**config.mk**
```make
export PLATFORM = sky130hd
export DESIGN_NAME = radix_integer_parser_core
export DESIGN_NICKNAME = d
export VERILOG_FILES = /design/src/rtl/rip_pkg.sv /design/src/rtl/radix_integer_parser_core.sv /design/src/rtl/rip_front.sv /design/src/rtl/rip_queue.sv /design/src/rtl/rip_back.sv
export SDC_FILE = /design/constraint.sdc
export NUM_CORES = 1
export LEC_CHECK = 0
export BUFFER_PORTS_ARGS = -buffer_cell sky130_fd_sc_hd__buf_2
export CAP_MARGIN = 5
export CORE_MARGIN = 5
export CORE_UTILIZATION = 30
export CTS_BUF_LIST = sky130_fd_sc_hd__clkbuf_16
export DETAILED_ROUTE_END_ITERATION = 6
export PLACE_DENSITY = 0.46
export SKIP_CTS_REPAIR_TIMING = 1
export SKIP_LAST_GASP = 1
export SYNTH_ARGS = -nofsm -noshare
export SYNTH_HDL_FRONTEND = slang
export SYNTH_SLANG_ARGS = --single-unit
```
**constraint.sdc**
```tcl
create_clock -name i_clk -period 23 [get_ports i_clk]
set_input_delay 0 -clock i_clk [delete_from_list [all_inputs] [get_ports i_clk]]
set_output_delay 0 -clock i_clk [all_outputs]
set_load 0.01 [all_outputs]
```
**src/rtl/rip_pkg.sv**
```systemverilog
`timescale 1ns / 1ps
`default_nettype none
// ----------------------------------------------------------------------------
// rip_pkg: shared types and constants for the radix integer parser
// Character codes, field widths, token format and status structs.
// ----------------------------------------------------------------------------
package rip_pkg;

    localparam int OFFSET_LIMIT = 4095;
    localparam int CNT_W        = $clog2(OFFSET_LIMIT + 1);
    localparam int OFF_W        = 12;
    localparam int VAL_W        = 64;
    localparam int CHAR_W       = 8;
    localparam int BASE_W       = 6;
    localparam int DIG_W        = 6;
    localparam int QUEUE_DEPTH  = 4;
    localparam int QPTR_W       = $clog2(QUEUE_DEPTH);
    localparam int QCNT_W       = $clog2(QUEUE_DEPTH + 1);

    localparam logic [CHAR_W-1:0] CH_TAB   = 8'h09;
    localparam logic [CHAR_W-1:0] CH_SPACE = 8'h20;
    localparam logic [CHAR_W-1:0] CH_PLUS  = 8'h2B;
    localparam logic [CHAR_W-1:0] CH_MINUS = 8'h2D;
    localparam logic [CHAR_W-1:0] CH_ZERO  = 8'h30;
    localparam logic [CHAR_W-1:0] CH_NINE  = 8'h39;
    localparam logic [CHAR_W-1:0] CH_UA    = 8'h41;
    localparam logic [CHAR_W-1:0] CH_UZ    = 8'h5A;
    localparam logic [CHAR_W-1:0] CH_UX    = 8'h58;
    localparam logic [CHAR_W-1:0] CH_LA    = 8'h61;
    localparam logic [CHAR_W-1:0] CH_LZ    = 8'h7A;
    localparam logic [CHAR_W-1:0] CH_LX    = 8'h78;
    localparam logic [CHAR_W-1:0] LETTER_BIAS = 8'd10;

    localparam logic [BASE_W-1:0] BASE_AUTO = 6'd0;
    localparam logic [BASE_W-1:0] BASE_OCT  = 6'd8;
    localparam logic [BASE_W-1:0] BASE_DEC  = 6'd10;
    localparam logic [BASE_W-1:0] BASE_HEX  = 6'd16;

    typedef enum logic [2:0] {
        PH_IDLE,
        PH_LEAD,
        PH_SIGNED,
        PH_PENDZ,
        PH_DIGITS
    } t_phase;

    // One classified character as it travels through the queue.
    typedef struct packed {
        logic              first;
        logic [BASE_W-1:0] base;
        logic              alnum;
        logic [DIG_W-1:0]  dig;
        logic              blank;
        logic              minus;
        logic              plus;
        logic              zero;
        logic              xch;
    } t_token;

    typedef struct packed {
        logic              valid;
        logic [QCNT_W-1:0] count;
    } t_q_status;

    typedef struct packed {
        logic pop;
        logic emit;
    } t_back_stat;

endpackage : rip_pkg
`default_nettype wire

```
**src/rtl/radix_integer_parser_core.sv**
```systemverilog
`timescale 1ns / 1ps
`default_nettype none
// ----------------------------------------------------------------------------
// radix_integer_parser_core: streaming strtol-style string to integer parser
// Front classifies characters, a four-entry queue decouples it from the back,
// which runs the parse phases and a 64-bit by 6-bit multiply-accumulate.
// ----------------------------------------------------------------------------
// Throughput: one character per cycle while o_stall is low.
// Result path: a terminating character is written to the queue, popped by
//   the back, which registers o_valid; queued tokens ahead of it go first.
// Reset: synchronous active low; parser idle, queue empty, no result pending.
// ----------------------------------------------------------------------------
module radix_integer_parser_core
    import rip_pkg::*;
(
    input  wire logic               i_clk,
    input  wire logic               i_rst_n,
    input  wire logic               i_valid,
    output logic                    o_stall,
    input  wire logic [CHAR_W-1:0]  i_char_code,
    input  wire logic               i_first,
    input  wire logic [BASE_W-1:0]  i_number_base,
    output logic                    o_valid,
    input  wire logic               i_stall,
    output logic signed [VAL_W-1:0] o_value,
    output logic [OFF_W-1:0]        o_end_offset
);

    t_token     push_token;
    t_token     pop_token;
    logic       push;
    logic       q_full;
    t_q_status  q_stat;
    t_back_stat b_stat;

    rip_front u_front (
        .i_valid       (i_valid),
        .o_stall       (o_stall),
        .i_char_code   (i_char_code),
        .i_first       (i_first),
        .i_number_base (i_number_base),
        .i_q_full      (q_full),
        .o_push        (push),
        .o_token       (push_token)
    );

    rip_queue u_queue (
        .i_clk    (i_clk),
        .i_rst_n  (i_rst_n),
        .i_push   (push),
        .i_token  (push_token),
        .o_full   (q_full),
        .i_pop    (b_stat.pop),
        .o_token  (pop_token),
        .o_status (q_stat)
    );

    rip_back u_back (
        .i_clk        (i_clk),
        .i_rst_n      (i_rst_n),
        .i_tok_valid  (q_stat.valid),
        .i_token      (pop_token),
        .o_stat       (b_stat),
        .o_valid      (o_valid),
        .i_stall      (i_stall),
        .o_value      (o_value),
        .o_end_offset (o_end_offset)
    );

`ifndef SYNTHESIS
    a_emit_shows: assert property (@(posedge i_clk) disable iff (!i_rst_n)
        (b_stat.pop && b_stat.emit) |=> o_valid)
        else $error("emitted result not presented");

    a_no_pop_empty: assert property (@(posedge i_clk) disable iff (!i_rst_n)
        b_stat.pop |-> (q_stat.count != '0))
        else $error("pop from empty queue");

    a_count_up: assert property (@(posedge i_clk) disable iff (!i_rst_n)
        (push && !b_stat.pop) |=> (q_stat.count == $past(q_stat.count) + 1'b1))
        else $error("queue count lost a request");

    a_stall_full: assert property (@(posedge i_clk) disable iff (!i_rst_n)
        o_stall |-> (q_stat.count == QCNT_W'(QUEUE_DEPTH)))
        else $error("stall without full queue");
`endif

endmodule : radix_integer_parser_core
`default_nettype wire

```
**src/rtl/rip_front.sv**
```systemverilog
`timescale 1ns / 1ps
`default_nettype none
// ----------------------------------------------------------------------------
// rip_front: request intake and character classification
// Decodes each character into digit value and class flags for the queue.
// ----------------------------------------------------------------------------
module rip_front
    import rip_pkg::*;
(
    input  wire logic              i_valid,
    output logic                   o_stall,
    input  wire logic [CHAR_W-1:0] i_char_code,
    input  wire logic              i_first,
    input  wire logic [BASE_W-1:0] i_number_base,
    input  wire logic              i_q_full,
    output logic                   o_push,
    output t_token                 o_token
);

    logic             is_num;
    logic             is_lower;
    logic             is_upper;
    logic [CHAR_W-1:0] dig_full;

    assign is_num   = (i_char_code >= CH_ZERO) && (i_char_code <= CH_NINE);
    assign is_lower = (i_char_code >= CH_LA)   && (i_char_code <= CH_LZ);
    assign is_upper = (i_char_code >= CH_UA)   && (i_char_code <= CH_UZ);

    always_comb begin
        if (is_num) begin
            dig_full = i_char_code - CH_ZERO;
        end else if (is_lower) begin
            dig_full = i_char_code - CH_LA + LETTER_BIAS;
        end else begin
            dig_full = i_char_code - CH_UA + LETTER_BIAS;
        end
    end

    assign o_stall = i_q_full;
    assign o_push  = i_valid && !i_q_full;

    always_comb begin
        o_token.first = i_first;
        o_token.base  = i_number_base;
        o_token.alnum = is_num || is_lower || is_upper;
        o_token.dig   = dig_full[DIG_W-1:0];
        o_token.blank = (i_char_code == CH_SPACE) || (i_char_code == CH_TAB);
        o_token.minus = (i_char_code == CH_MINUS);
        o_token.plus  = (i_char_code == CH_PLUS);
        o_token.zero  = (i_char_code == CH_ZERO);
        o_token.xch   = (i_char_code == CH_LX) || (i_char_code == CH_UX);
    end

endmodule : rip_front
`default_nettype wire

```
**src/rtl/rip_queue.sv**
```systemverilog
`timescale 1ns / 1ps
`default_nettype none
// ----------------------------------------------------------------------------
// rip_queue: token queue between front and back
// Small circular buffer; full stalls the front, empty idles the back.
// ----------------------------------------------------------------------------
module rip_queue
    import rip_pkg::*;
(
    input  wire logic   i_clk,
    input  wire logic   i_rst_n,
    input  wire logic   i_push,
    input  wire t_token i_token,
    output logic        o_full,
    input  wire logic   i_pop,
    output t_token      o_token,
    output t_q_status   o_status
);

    t_token              r_slot [QUEUE_DEPTH];
    logic [QPTR_W-1:0]   r_wr_ptr, n_wr_ptr;
    logic [QPTR_W-1:0]   r_rd_ptr, n_rd_ptr;
    logic [QCNT_W-1:0]   r_count,  n_count;

    always_comb begin
        n_wr_ptr = i_push ? r_wr_ptr + 1'b1 : r_wr_ptr;
        n_rd_ptr = i_pop  ? r_rd_ptr + 1'b1 : r_rd_ptr;
        n_count  = r_count;
        if (i_push && !i_pop) begin
            n_count = r_count + 1'b1;
        end else if (!i_push && i_pop) begin
            n_count = r_count - 1'b1;
        end
    end

    always_ff @(posedge i_clk) begin
        if (!i_rst_n) begin
            r_wr_ptr <= '0;
            r_rd_ptr <= '0;
            r_count  <= '0;
        end else begin
            r_wr_ptr <= n_wr_ptr;
            r_rd_ptr <= n_rd_ptr;
            r_count  <= n_count;
        end
    end

    always_ff @(posedge i_clk) begin
        if (i_push) begin
            r_slot[r_wr_ptr] <= i_token;
        end
    end

    assign o_full         = (r_count == QCNT_W'(QUEUE_DEPTH));
    assign o_token        = r_slot[r_rd_ptr];
    assign o_status.valid = (r_count != '0);
    assign o_status.count = r_count;

endmodule : rip_queue
`default_nettype wire

```
**src/rtl/rip_back.sv**
```systemverilog
`timescale 1ns / 1ps
`default_nettype none
// ----------------------------------------------------------------------------
// rip_back: parse state machine and accumulator
// One token per cycle unless stalled: runs strtol phases, registers results.
// ----------------------------------------------------------------------------
module rip_back
    import rip_pkg::*;
(
    input  wire logic               i_clk,
    input  wire logic               i_rst_n,
    input  wire logic               i_tok_valid,
    input  wire t_token             i_token,
    output t_back_stat              o_stat,
    output logic                    o_valid,
    input  wire logic               i_stall,
    output logic signed [VAL_W-1:0] o_value,
    output logic [OFF_W-1:0]        o_end_offset
);

    t_phase              r_phase, n_phase;
    logic                r_neg,   n_neg;
    logic [BASE_W-1:0]   r_base,  n_base;
    logic [VAL_W-1:0]    r_acc,   n_acc;
    logic [CNT_W-1:0]    r_cnt,   n_cnt;
    logic                r_out_valid, n_out_valid;
    logic [VAL_W-1:0]    r_value;
    logic [OFF_W-1:0]    r_offset;

    t_phase              s_phase;
    logic [VAL_W-1:0]    s_acc;
    logic [CNT_W-1:0]    s_cnt;
    logic                done;
    logic                inc;
    logic                emit;
    logic                pop;

    assign pop = i_tok_valid && (!r_out_valid || !i_stall);

    always_comb begin
        // a first token restarts the parse before the character is looked at
        s_phase = i_token.first ? PH_LEAD : r_phase;
        n_neg   = i_token.first ? 1'b0 : r_neg;
        n_base  = i_token.first ? i_token.base : r_base;
        s_acc   = i_token.first ? '0 : r_acc;
        s_cnt   = i_token.first ? '0 : r_cnt;
        n_phase = s_phase;
        n_acc   = s_acc;
        done    = 1'b0;
        inc     = 1'b0;
        emit    = 1'b0;

        if (s_phase != PH_IDLE) begin
            if (n_phase == PH_LEAD) begin
                if (i_token.blank) begin
                    inc  = 1'b1;
                    done = 1'b1;
                end else if (i_token.minus) begin
                    n_neg   = 1'b1;
                    inc     = 1'b1;
                    n_phase = PH_SIGNED;
                    done    = 1'b1;
                end else if (i_token.plus) begin
                    inc     = 1'b1;
                    n_phase = PH_SIGNED;
                    done    = 1'b1;
                end else begin
                    n_phase = PH_SIGNED;
                end
            end
            if (!done) begin
                if (n_phase == PH_SIGNED) begin
                    if (n_base == BASE_AUTO) begin
                        if (i_token.zero) begin
                            inc     = 1'b1;
                            n_phase = PH_PENDZ;
                            done    = 1'b1;
                        end else begin
                            n_base = BASE_DEC;
                        end
                    end
                    if (!done) begin
                        n_phase = PH_DIGITS;
                    end
                end else if (n_phase == PH_PENDZ) begin
                    if (i_token.xch) begin
                        n_base  = BASE_HEX;
                        inc     = 1'b1;
                        n_phase = PH_DIGITS;
                        done    = 1'b1;
                    end else begin
                        n_base  = BASE_OCT;
                        n_phase = PH_DIGITS;
                    end
                end
            end
            if (!done) begin
                if (i_token.alnum && (i_token.dig < n_base)) begin
                    n_acc = s_acc * VAL_W'(n_base) + VAL_W'(i_token.dig);
                    inc   = 1'b1;
                end else begin
                    emit    = 1'b1;
                    n_phase = PH_IDLE;
                end
            end
        end

        n_cnt = s_cnt;
        if (inc && (s_cnt < CNT_W'(OFFSET_LIMIT))) begin
            n_cnt = s_cnt + 1'b1;
        end

        n_out_valid = r_out_valid;
        if (pop && emit) begin
            n_out_valid = 1'b1;
        end else if (!i_stall) begin
            n_out_valid = 1'b0;
        end
    end

    always_ff @(posedge i_clk) begin
        if (!i_rst_n) begin
            r_phase     <= PH_IDLE;
            r_neg       <= 1'b0;
            r_base      <= '0;
            r_acc       <= '0;
            r_cnt       <= '0;
            r_out_valid <= 1'b0;
        end else begin
            r_out_valid <= n_out_valid;
            if (pop) begin
                r_phase <= n_phase;
                r_neg   <= n_neg;
                r_base  <= n_base;
                r_acc   <= n_acc;
                r_cnt   <= n_cnt;
            end
        end
    end

    always_ff @(posedge i_clk) begin
        if (pop && emit) begin
            r_value  <= n_neg ? (VAL_W'(0) - s_acc) : s_acc;
            r_offset <= OFF_W'(s_cnt);
        end
    end

    assign o_stat.pop    = pop;
    assign o_stat.emit   = emit;
    assign o_valid       = r_out_valid;
    assign o_value       = r_value;
    assign o_end_offset  = r_offset;

endmodule : rip_back
`default_nettype wire
```
==> results.json <==
{
  "status": "complete, no violations",
  "drtIter0Drc": 1374,
  "regToRegSetupSlack_ns": 14.31,
  "avgSynthCellArea_um2": 9.39,
  "min_path_cells": 4,
  "drv_slew": 0,
  "p_leak_nw": 11.1,
  "min-delay-start": "i_char_code[5]",
  "syn_inst": 2433,
  "via_per_inst": 5.28,
  "drive_above_1_share_pct": 8.84,
  "cp_slowest_cell": "mux4_2",
  "worst-path-max-fanout": 37,
  "cts_tree": "built",
  "grt.overflow.total": 0,
  "synth_edf_count": 152,
  "synth_cell_types": 78,
  "globalRouteMet1Util_pct": 23.9,
  "drc": 0,
  "holdPathEnd": "u_queue.r_slot[3][2]",
  "arrival_ns": 9.18,
  "n_fill_cell": 7752,
  "period_share_pct": 37.8,
  "via_count": 18308,
  "nNetsFinal": 2875,
  "fp.dieW_um": 286,
  "crit_type": "reg2reg",
  "slowest_delay_ns": 0.89,
  "finalSetupViolCount": 0,
  "grt_usage_pct": 16.8,
  "drtPass1Iterations": 5,
  "synthToLayoutAreaGrowth_pct": 11.1,
  "grt_pass1_vias": 18986,
  "reg2reg_depth": 28,
  "synth_area_um2": 22800,
  "synth_area_leaders": "fa_1 21%, edfxtp_1 20%, dfxtp_1 8.4%, nor2_1 8.3%, ha_1 8.2%",
  "async_flop_share_pct": 0,
  "grt_max_degree": 75,
  "insertion_delay_ns": 0.61,
  "wl_per_cell_um": 20.1,
  "clock-sinks": 248,
  "path_clk_slew_ns": 0.06,
  "yosys.area.top_type_share_pct": 21.1,
  "drtAntennaViolNets": 0,
  "routed_wl_um": 69700,
  "power_density_nw_per_um2": 75.3,
  "clock_path_buffers": 3,
  "cp-start-kind": "register",
  "met2_usage_pct": 26.9,
  "finalSetupTns_ns": 0,
  "max-cap-violations": 0,
  "start_util_pct": 30.2,
  "cts_root_buf": "clkbuf_16",
  "placed_area_um2": 24200,
  "gp_congestion": 0.881,
  "core_um2": 75700,
  "pre_cts_ws_ns": 14.34,
  "antenna_found_initial": 1,
  "skew_ns": 0.0223,
  "dp_hpwl_um": 51100,
  "finalPower_mw": 1.91,
  "seq_area_um2": 6490,
  "port_buffers": 96,
  "critPathCaptureType": "register",
  "cts_buffers": 30,
  "num_rows": 101,
  "placedCellCount": 3394,
  "io_pins": 97,
  "yosysWarnings": 0,
  "met3_usage_pct": 2.09,
  "rsz0062_at_grt": "false",
  "yosysSeqAreaShare_pct": 28.4,
  "h-tree-depth": 1,
  "stdcell_count": 3468,
  "syn_nets": 2842,
  "fin_area_um2": 25400,
  "rr_endpoint": "u_back.r_acc[62]",
  "die_y_um": 286,
  "fin_crit_ns": 8.69,
  "setup_ws_ns": 14.31,
  "max_slew_margin_pct": 29.0,
  "synth_top_cell_by_area": "fa_1",
  "finalHoldViolations": 0,
  "multi_input_area_um2": 15600,
  "max_freq_mhz": 115,
  "antenna_cells": 0,
  "ir_worst_vdd_mv": 0.0674,
  "cp.required_ns": 23.49,
  "worst_pin_slew_ns": 1.07,
  "synth_seq_cells": 248,
  "busiest_layer": "met2",
  "dieArea_um2": 81800,
  "hp-class": "in2reg",
  "synth_top_flop_cell": "edfxtp_1",
  "grt_first_pass_wirelength_um": 111000
}
## kinds of logic after synthesis
group | count (synthesis) | share of synthesized area (%)
AOI/OAI and AO/OA | 478 | 13.7
xor gates and xnor gates | 121 | 4.64
adders and majority gates | 390 | 29.3
buffers and inverters | 216 | 3.76
DFF | 248 | 28.4
muxes | 27 | 2.23
and+or+nand+nor | 953 | 18.0
## final cells by class
class / count / area share, %
multi-input combinational: 1969 / 61.4
clock buffer: 30 / 2.96
sequential: 248 / 25.6
inverter: 84 / 1.25
tap: 978 / 4.82
timing repair buffer: 133 / 3.16
clock inverter: 26 / 0.877
## flip-flops by register name, summed over array words and instances, names as in the netlist, 3 cells and up, named ones only
register,flops
u_queue.r_count,3
u_back.o_end_offset,12
u_back.r_phase,3
u_back.r_base,6
u_queue.r_slot,76
u_back.o_value,64
u_back.r_cnt,12
u_back.r_acc,64
## cells in the mapped netlist, types with 7 or more instances
library cell and count:
dfxtp_1 96, ha_1 149, nand4_1 10, nor2_1 503, or3_1 16, a211oi_1 11, xnor2_1 71, o21a_1 13
or4_1 9, a21o_1 49, and3_1 16, buf_1 7, a32o_1 8, fa_1 241, mux4_2 19, o31ai_1 11
a22oi_1 44, nor2b_1 21, or2_2 10, a21oi_1 134, inv_1 84, xor2_1 50, edfxtp_1 152, buf_2 14
nor3_1 45, o21bai_1 22, clkbuf_1 106, o21ai_1 12, nand2b_1 17, nand2_1 207, nor4_1 12, o21ai_0 91
and2_1 17, a31oi_1 18, nand3_1 52
## per-stage QoR
| stage | utilization [%] | hold WS (ns) |
|---|---|---|
| 5_1_grt | 33.5 | 0.0954 |
| 4_1_cts | 33.3 | -0.413 |
| 6_report | 33.5 | 0.0848 |
| 3_3_place_gp | 32.0 | 0.212 |
| 3_5_place_dp | 32.0 | 0.225 |
| 2_1_floorplan | - | 0.0989 |
## placed cells by master, fill, tap and decap left out, types with 6 or more instances in the layout
cell	synthesis	layout
nor2_1	503	503
fa_1	241	241
nand2_1	207	207
edfxtp_1	152	152
ha_1	149	149
a21oi_1	134	130
dfxtp_1	96	96
buf_2	14	96
o21ai_0	91	91
inv_1	84	84
xnor2_1	71	71
nand3_1	52	52
xor2_1	50	50
a21o_1	49	48
nor3_1	45	45
a22oi_1	44	44
clkbuf_16	0	30
o21bai_1	22	22
nor2b_1	21	21
mux4_2	19	19
buf_4	2	19
a31oi_1	18	18
dlygate4sd3_1	0	18
nand2b_1	17	17
and2_1	17	16
and3_1	16	16
or3_1	16	16
nor4_1	12	12
o21a_1	13	12
o31ai_1	11	11
o21ai_1	12	11
a211oi_1	11	11
or2_2	10	10
nand4_1	10	10
or4_1	9	9
a32o_1	8	8
clkinv_2	0	7
mux2i_1	6	6
clkinv_1	0	6
## power breakdown
part           switching (mW)  internal [mW]
registers              0.0323          0.575
clock network           0.208          0.263
logic                   0.638          0.196
total                   0.879           1.03
## layer usage
metal | vias to the layer above | wire length [um]
li1 | 8471 | -
met4 | 0 | 2020
met3 | 106 | 3880
met2 | 506 | 31500
met1 | 9225 | 32300
met5 | - | 0
## worst max path at each step
stage	from	end	depth (start not counted)
2_1_floorplan	register	u_back.r_acc[49]	28
4_1_cts	register	u_back.r_acc[61]	29
5_1_grt	register	u_back.r_acc[62]	28
3_5_place_dp	register	u_back.r_acc[62]	28
3_3_place_gp	register	u_back.r_acc[62]	28
6_report	register	u_back.r_acc[62]	28
## worst max-delay path: cells and delay by family (launching register included)
family	cells	cell delay, ns
AND/OR/NAND/NOR	5	1.03
AO/OA/AOI/OAI	11	2.88
flip-flops	1	0.31
buffers and inverters	6	1.01
multiplexers	1	0.89
adder cells (fa/ha/maj)	5	2.42
(Power assumes the default switching activity.)
